==> src/sv/nearest_palette_colour_match_defines.svh <==
// assertion macros shared by the palette matcher modules
// no dependencies; included by the controller and the datapath
`ifndef NEAREST_PALETTE_COLOUR_MATCH_DEFINES_SVH
`define NEAREST_PALETTE_COLOUR_MATCH_DEFINES_SVH

`ifndef SYNTH
`define NPCM_ASSERT_SAME(label, clk, rst, pre, post) \
  label: assert property (@(posedge clk) disable iff (rst) (pre) |-> (post)) \
    else $error("assertion failed");
`define NPCM_ASSERT_NEXT(label, clk, rst, pre, post) \
  label: assert property (@(posedge clk) disable iff (rst) (pre) |=> (post)) \
    else $error("assertion failed");
`else
`define NPCM_ASSERT_SAME(label, clk, rst, pre, post)
`define NPCM_ASSERT_NEXT(label, clk, rst, pre, post)
`endif

`endif

==> src/sv/npcm_pkg.sv <==
// shared types, widths and the 5-to-8 bit widening table for the palette matcher
// no dependencies; used by npcm_ctrl, npcm_datapath and the top level
`default_nettype none

package npcm_pkg;

  localparam int PALETTE_DEPTH = 256;
  localparam int IDX_W         = $clog2(PALETTE_DEPTH);
  localparam int CNT_W         = $clog2(PALETTE_DEPTH + 1);
  localparam int SIZE_W        = 9;
  localparam int LEVEL_W       = 8;
  localparam int ENTRY_W       = 3 * LEVEL_W;
  localparam int SQ_W          = 2 * LEVEL_W;
  localparam int DIST_W        = 19;

  localparam logic [SIZE_W-1:0] SIZE_RESET = SIZE_W'(256);
  localparam logic [DIST_W-1:0] NO_MATCH   = 19'h7ffff;
  localparam logic [DIST_W-1:0] MAX_DIST   = 19'd455175;

  localparam logic action_load  = 1'b0;
  localparam logic action_match = 1'b1;

  // floor(v * 255 / 31) for every 5-bit channel value
  localparam logic [LEVEL_W-1:0] WIDEN5_LUT [32] = '{
    8'd0,   8'd8,   8'd16,  8'd24,  8'd32,  8'd41,  8'd49,  8'd57,
    8'd65,  8'd74,  8'd82,  8'd90,  8'd98,  8'd106, 8'd115, 8'd123,
    8'd131, 8'd139, 8'd148, 8'd156, 8'd164, 8'd172, 8'd180, 8'd189,
    8'd197, 8'd205, 8'd213, 8'd222, 8'd230, 8'd238, 8'd246, 8'd255
  };

  function automatic logic [LEVEL_W-1:0] widen5(input logic [4:0] v);
    return WIDEN5_LUT[v];
  endfunction

  typedef struct packed {
    logic             load_we;
    logic             start;
    logic             rd_en;
    logic [IDX_W-1:0] rd_addr;
    logic             out_load;
  } npcm_cmd_t;

  typedef struct packed {
    logic pipe_busy;
  } npcm_stat_t;

endpackage

`default_nettype wire

==> src/sv/npcm_ctrl.sv <==
// controller: handshakes, size register and the scan sequencer
// depends on npcm_pkg and the defines header; drives npcm_datapath
`default_nettype none
`include "nearest_palette_colour_match_defines.svh"

module npcm_ctrl (
  input  wire logic                        clk,
  input  wire logic                        rst,
  input  wire logic                        in_valid,
  output logic                             in_stall,
  input  wire logic                        action,
  input  wire logic [7:0]                  entry_index,
  output logic                             out_valid,
  input  wire logic                        out_stall,
  input  wire logic                        cfg_valid,
  output logic                             cfg_ready,
  input  wire logic [npcm_pkg::SIZE_W-1:0] palette_size,
  output npcm_pkg::npcm_cmd_t              cmd,
  input  wire npcm_pkg::npcm_stat_t        stat
);

  typedef enum logic [1:0] {
    S_IDLE,
    S_SCAN,
    S_FLUSH,
    S_OUT
  } state_t;

  state_t                         state;
  logic [npcm_pkg::SIZE_W-1:0]    search_size;
  logic [npcm_pkg::IDX_W-1:0]     addr;
  logic [npcm_pkg::IDX_W-1:0]     last_addr;
  logic [npcm_pkg::CNT_W-1:0]     count_clip;
  logic                           in_accept;

  assign in_stall  = (state != S_IDLE);
  assign cfg_ready = 1'b1;
  assign in_accept = in_valid && !in_stall;

  // search never goes past the physical palette
  assign count_clip = (search_size > npcm_pkg::SIZE_W'(npcm_pkg::PALETTE_DEPTH))
                    ? npcm_pkg::CNT_W'(npcm_pkg::PALETTE_DEPTH)
                    : npcm_pkg::CNT_W'(search_size);

  always_comb begin
    cmd.load_we  = in_accept && (action == npcm_pkg::action_load) &&
                   (9'(entry_index) < 9'(npcm_pkg::PALETTE_DEPTH));
    cmd.start    = in_accept && (action == npcm_pkg::action_match);
    cmd.rd_en    = (state == S_SCAN);
    cmd.rd_addr  = addr;
    cmd.out_load = (state == S_OUT) && (!out_valid || !out_stall);
  end

  always_ff @(posedge clk) begin
    if (rst) begin
      state       <= S_IDLE;
      out_valid   <= 1'b0;
      search_size <= npcm_pkg::SIZE_RESET;
      addr        <= '0;
    end else begin
      if (cfg_valid && cfg_ready) begin
        search_size <= palette_size;
      end
      if (cmd.out_load) begin
        out_valid <= 1'b1;
      end else if (out_valid && !out_stall) begin
        out_valid <= 1'b0;
      end
      case (state)
        S_IDLE: begin
          if (cmd.start) begin
            addr      <= '0;
            last_addr <= npcm_pkg::IDX_W'(count_clip - npcm_pkg::CNT_W'(1));
            state     <= (count_clip == '0) ? S_OUT : S_SCAN;
          end
        end
        S_SCAN: begin
          addr <= addr + npcm_pkg::IDX_W'(1);
          if (addr == last_addr) begin
            state <= S_FLUSH;
          end
        end
        S_FLUSH: begin
          // wait for the last entry to leave the distance pipeline
          if (!stat.pipe_busy) begin
            state <= S_OUT;
          end
        end
        S_OUT: begin
          if (cmd.out_load) begin
            state <= S_IDLE;
          end
        end
        default: begin
          state <= S_IDLE;
        end
      endcase
    end
  end

  `NPCM_ASSERT_SAME(a_out_pipe_empty, clk, rst, state == S_OUT, !stat.pipe_busy)
  `NPCM_ASSERT_NEXT(a_start_leaves_idle, clk, rst, cmd.start,
                    state == S_SCAN || state == S_OUT)
  `NPCM_ASSERT_NEXT(a_flush_done, clk, rst, state == S_FLUSH && !stat.pipe_busy,
                    state == S_OUT)

endmodule

`default_nettype wire

==> config.mk <==
export PLATFORM = sky130hd
export DESIGN_NAME = npcm_ctrl
export DESIGN_NICKNAME = d
export VERILOG_FILES = /design/src/sv/npcm_pkg.sv /design/src/sv/npcm_ctrl.sv
export VERILOG_INCLUDE_DIRS = /design/src /design/src/sv
export SDC_FILE = /design/constraint.sdc
export NUM_CORES = 1
export LEC_CHECK = 0
export ABC_CLOCK_PERIOD_IN_PS = 3000
export BUFFER_PORTS_ARGS = -buffer_cell sky130_fd_sc_hd__buf_2
export CAP_MARGIN = 40
export CORE_ASPECT_RATIO = 0.7
export CORE_MARGIN = 4
export CORE_UTILIZATION = 45
export CTS_BUF_LIST = sky130_fd_sc_hd__clkbuf_2 sky130_fd_sc_hd__clkbuf_4 sky130_fd_sc_hd__clkbuf_8
export DETAILED_ROUTE_END_ITERATION = 7
export PLACE_DENSITY = 0.7
export SYNTH_ARGS = -nofsm -noshare
export SYNTH_HDL_FRONTEND = slang
export SYNTH_SLANG_ARGS = --single-unit
export TNS_END_PERCENT = 30
==> constraint.sdc <==
create_clock -name clk -period 3 [get_ports clk]
set_input_delay 0.6 -clock clk [delete_from_list [all_inputs] [get_ports clk]]
set_output_delay 0.6 -clock clk [all_outputs]
set_load 0.01 [all_outputs]
# Word level (Yosys, flattened, before mapping)
# Cells that the tools add are included.
# word_totals
regBits,28
in_bits,24
out_inout_bits,15
# classes
addsub,2
magnitude_cmp,1
eq_ne,8
muxes,11
n_bitwise,2
reduce_logical,17
# op_table
op,count
8-bit one-hot mux with 2 select lines,1
2-bit 2-to-1 mux,5
"9-bit greater-than comparator, second input constant",1
9-bit logical NOT,1
9-bit 2-to-1 mux,1
"8-bit by 1-bit adder with 8-bit output, second input constant",1
8-bit == test,1
8-bit 2-to-1 mux,1
2-bit one-hot mux with 4 select lines,1
"8-bit by 1-bit subtractor with 8-bit output, second input constant",1
"2-bit inequality test, second input constant",3
2-bit nonzero test,3
1-bit logical AND,5
"2-bit == test, second input constant",2
4-bit AND reduction,1
1-bit logical NOT,3
3-bit AND reduction,1
"2-bit by 1-bit == test with 1-bit output, second input constant",1
2-bit logical NOT,1
1-bit 2-to-1 mux,2
"2-bit by 1-bit inequality test with 1-bit output, second input constant",1
1-bit NOT,2
2-bit AND reduction,1
1-bit logical OR,1

# Longest topological paths before layout
# depth
ltp_word,6
depth_mapped,7
depth_no_buf,7

# Worst setup path before layout
# Ideal clock, no wire load.
# synth_path
kind,input to register
start,input rst
end,register last_addr[0] in the netlist's numbering (enable)
arrival_time_ps,1365
t_required_ps,2630
slack_ps,1265
cell_stages,3
n_path_buf,2
cell_sequence,clkbuf_1 > clkbuf_1 > nor2_1
# synth_between
elab_chain_len,2
# synth_rtl
element,line,source
start: declaration,npcm_ctrl.sv:8,"input wire logic rst,"
1-bit NOT (no source line),n/a,
3-bit AND reduction (no source line),n/a,
end signal: assignment,npcm_ctrl.sv:73,last_addr <= npcm_pkg::IDX_W'(count_clip - npcm_pkg::CNT_W'(1));
end: declaration,npcm_ctrl.sv:32,logic [npcm_pkg::IDX_W-1:0] last_addr;
# Every way passes these cells.
# A chain may end at the register's enable or synchronous reset.

==> key figures <==
Detailed routing
  • Post-DR wirelength/cell: 12.6 µm
  • Post-route ant nets: 0
  • Initial DRC count: 30
  • Post-DR vias/cell: 5.19
  • Via count: 1162
  • Number of remaining DRC errors: 0
  • Post-Route WL: 2.83 mm
  • First-pass detailed-route iteration total: 4

Layout
  • Most common cell after layout, fill and taps aside: buf_2
  • FF/Latch Area: 641 µm²
  • # diodes: 0
  • Final nets: 219
  • Combined area of the multi-input logic cells: 768 µm²
  • Fraction of layout cells with a size suffix above 1: 0.194
  • Area growth from synthesis to layout: 14.7%
  • Util after Layout: 0.536
  • Most frequent cells in the layout: 29 x buf_2, 26 x nor2_1, 20 x dfxtp_1
  • Fillers: 293
  • Non-Filler Instances: 224

Job
  • Max_cap viols: 0

Pwr
  • PwrDens: 522 mW/mm²
  • Leakage: 0.725 nW
  • Peak VDD IR: 0.306 mV

CTS
  • Clock Sinks: 28
  • Num CTS Buffers: 3
  • H-Tree Depth: 1
  • Skew-Pair Late Insertion Delay: 0.28 ns
  • CTS tree: built
  • Clock root buffer: clkbuf_8
  • CTS resizes: 0
  • Postcts setup bufs: 0
  • Clk pin slew, worst setup/hold paths: 0.09 ns
  • Clk buf depth: 2
  • Hold buffer count at CTS: 0

Timing
  • Hold Vio Cnt, Final: 0
  • Worst Hold Slack: 0.530 ns
  • Final setup fails: 0
  • Max Clock Freq: 507 MHz
  • Crit share post-route: 0.657
  • Measured slew at the worst slew-check pin: 0.611 ns
  • Slew headroom: 0.591
  • Final Max Tran Viols: 0
  • Clock skew: 0.00699 ns
  • Setup TNS: 0 ns
  • RSZ-0062 raised after global routing: no
  • Setup slack after layout: 1.03 ns
  • Min cycle time layout: 1.97 ns

Place
  • GPL Wtd Cong: 0.842
  • Port Buffers: 29
  • Dpl cells: 220
  • Final HPWL DP: 2.19 mm
  • Setup slack at placement: 1.10 ns

Floorplan
  • Die Span X: 76.1 µm
  • Core Area: 0.00313 mm²
  • Die height: 55.7 µm
  • Initial core utilization: 0.467
  • Die area: 0.00424 mm²
  • Top-Level Pins: 39
  • Std-Cell Rows: 17

Logic synthesis
  • Synth Net Count: 190
  • Post-synthesis sequential area ratio: 0.438
  • Post-synth EDFFs: 8
  • Syn Inst Count: 158
  • Yosys cell types: 33
  • Post-synthesis register bit count: 28
  • Mapped Area: 0.00146 mm²
  • Most used DFF post-synth: dfxtp_1
  • Avg Inst Size Synth: 9.25 µm²
  • Async S/R FF share, synth: 0
  • Yosys warnings: 0

Global routing
  • Vias in the first global route: 1126
  • Global-route wire length before repair: 4.84 mm
  • GRT Total Usage: 0.139
  • Initial antenna violation count: 0
  • Largest net degree at the start of global routing: 19
  • Grt ovf: 0

Setup path
  • Buf/Inv on CP: 3
  • CP arrival: 1.37 ns
  • CP dominant cell by count: inv_1
  • CP Max Fanout: 7
  • CP Capture Type: primary output
  • CP cell instances: inv_1, ha_1, nand3_1, inv_1, buf_2
  • Critical path launch point type: flip-flop
  • Kind of critical path: flip-flop to primary output
  • Slowest CP cell: dfxtp_1
  • Critical path's top delay family: flip-flops
  • WP data required: 2.40 ns
  • Max stage delay on crit path: 0.35 ns

Hold path
  • Hold Crit Class: flip-flop to flip-flop

Status
  • Run status: complete, no violations
worst min-delay path, delay by kind of cell (launching register included):
family           cells  cell delay, ns
flip-flops           1            0.35
multiplexers         1            0.06
AND/OR/NAND/NOR      1            0.08
flip-flops by register name, indices dropped and copies added (netlist names):
signal / flops
last_addr: 8
addr: 8
out_valid: 1
search_size: 9
state: 2
power by group:
part           switching (mW)  internal [mW]
clock network           0.114         0.0920
registers              0.0250          0.414
logic                   0.137         0.0938
total                   0.276          0.599
path summary, 6_finish.rpt:
path	startpoint	endpoint	slack, ns	depth (start not counted)
hold / removal	state[0]$_SDFFE_PP0P_	state[0]$_SDFFE_PP0P_	0.53	2
hold reg to reg	state[0]$_SDFFE_PP0P_	state[0]$_SDFFE_PP0P_	0.53	2
setup / recovery	state[0]$_SDFFE_PP0P_	cmd[10]	1.03	5
setup reg to reg	state[0]$_SDFFE_PP0P_	addr[5]$_SDFFE_PP0P_	1.06	7
stage by stage:
| step | cell area (µm²) | total power [mW] |
|---|---|---|
| after global placement | 1630 | 0.667 |
| after CTS | 1680 | 0.882 |
| after global routing | 1680 | 0.936 |
| after floorplan | 1460 | 0.609 |
| final | 1680 | 0.875 |
| after detailed placement | 1630 | 0.675 |
area by class of cell:
class,count,share of cell area
clock buffers,3,0.0246
clock inverters,1,0.00224
inverters,8,0.0179
multi-input cells,117,0.458
flip-flops and latches,28,0.382
well taps,38,0.0284
repair buffers,29,0.0866
cell families after synthesis:
| group | synth area share |
|---|---|
| and+or+nand+nor | 0.206 |
| DFF | 0.438 |
| AOI/OAI and AO/OA | 0.0890 |
| xor gates and xnor gates | 0.0899 |
| buffers and inverters | 0.0360 |
| muxes | 0.0694 |
| adders and majority gates | 0.0685 |
| other | 0.00257 |
metal layers:
metal | wire length (µm) | vias up | global-route usage
li1 | - | 599 | -
met5 | 0 | - | 0
met1 | 1400 | 540 | 0.173
met4 | 39 | 0 | 0.0599
met3 | 130 | 5 | 0.0453
met2 | 1250 | 18 | 0.221
cells in the mapped netlist, drive strengths merged (2+ instances only):
| master | instances | share of area |
|---|---|---|
| nor2 | 26 | 0.067 |
| dfxtp | 20 | 0.27 |
| nand2 | 13 | 0.033 |
| xnor2 | 10 | 0.060 |
| mux2i | 9 | 0.062 |
| edfxtp | 8 | 0.16 |
| ha | 8 | 0.068 |
| inv | 8 | 0.021 |
| a21oi | 6 | 0.021 |
| nand3 | 6 | 0.021 |
| nand4 | 5 | 0.021 |
| xor2 | 5 | 0.030 |
| clkbuf | 4 | 0.010 |
| nor3 | 4 | 0.021 |
| o21ai | 4 | 0.014 |
| a21boi | 2 | 0.010 |
| a32oi | 2 | 0.012 |
| nand2b | 2 | 0.0086 |
| nor4 | 2 | 0.0086 |
| o21bai | 2 | 0.010 |
No activity file was read; power rests on OpenSTA's default activity.
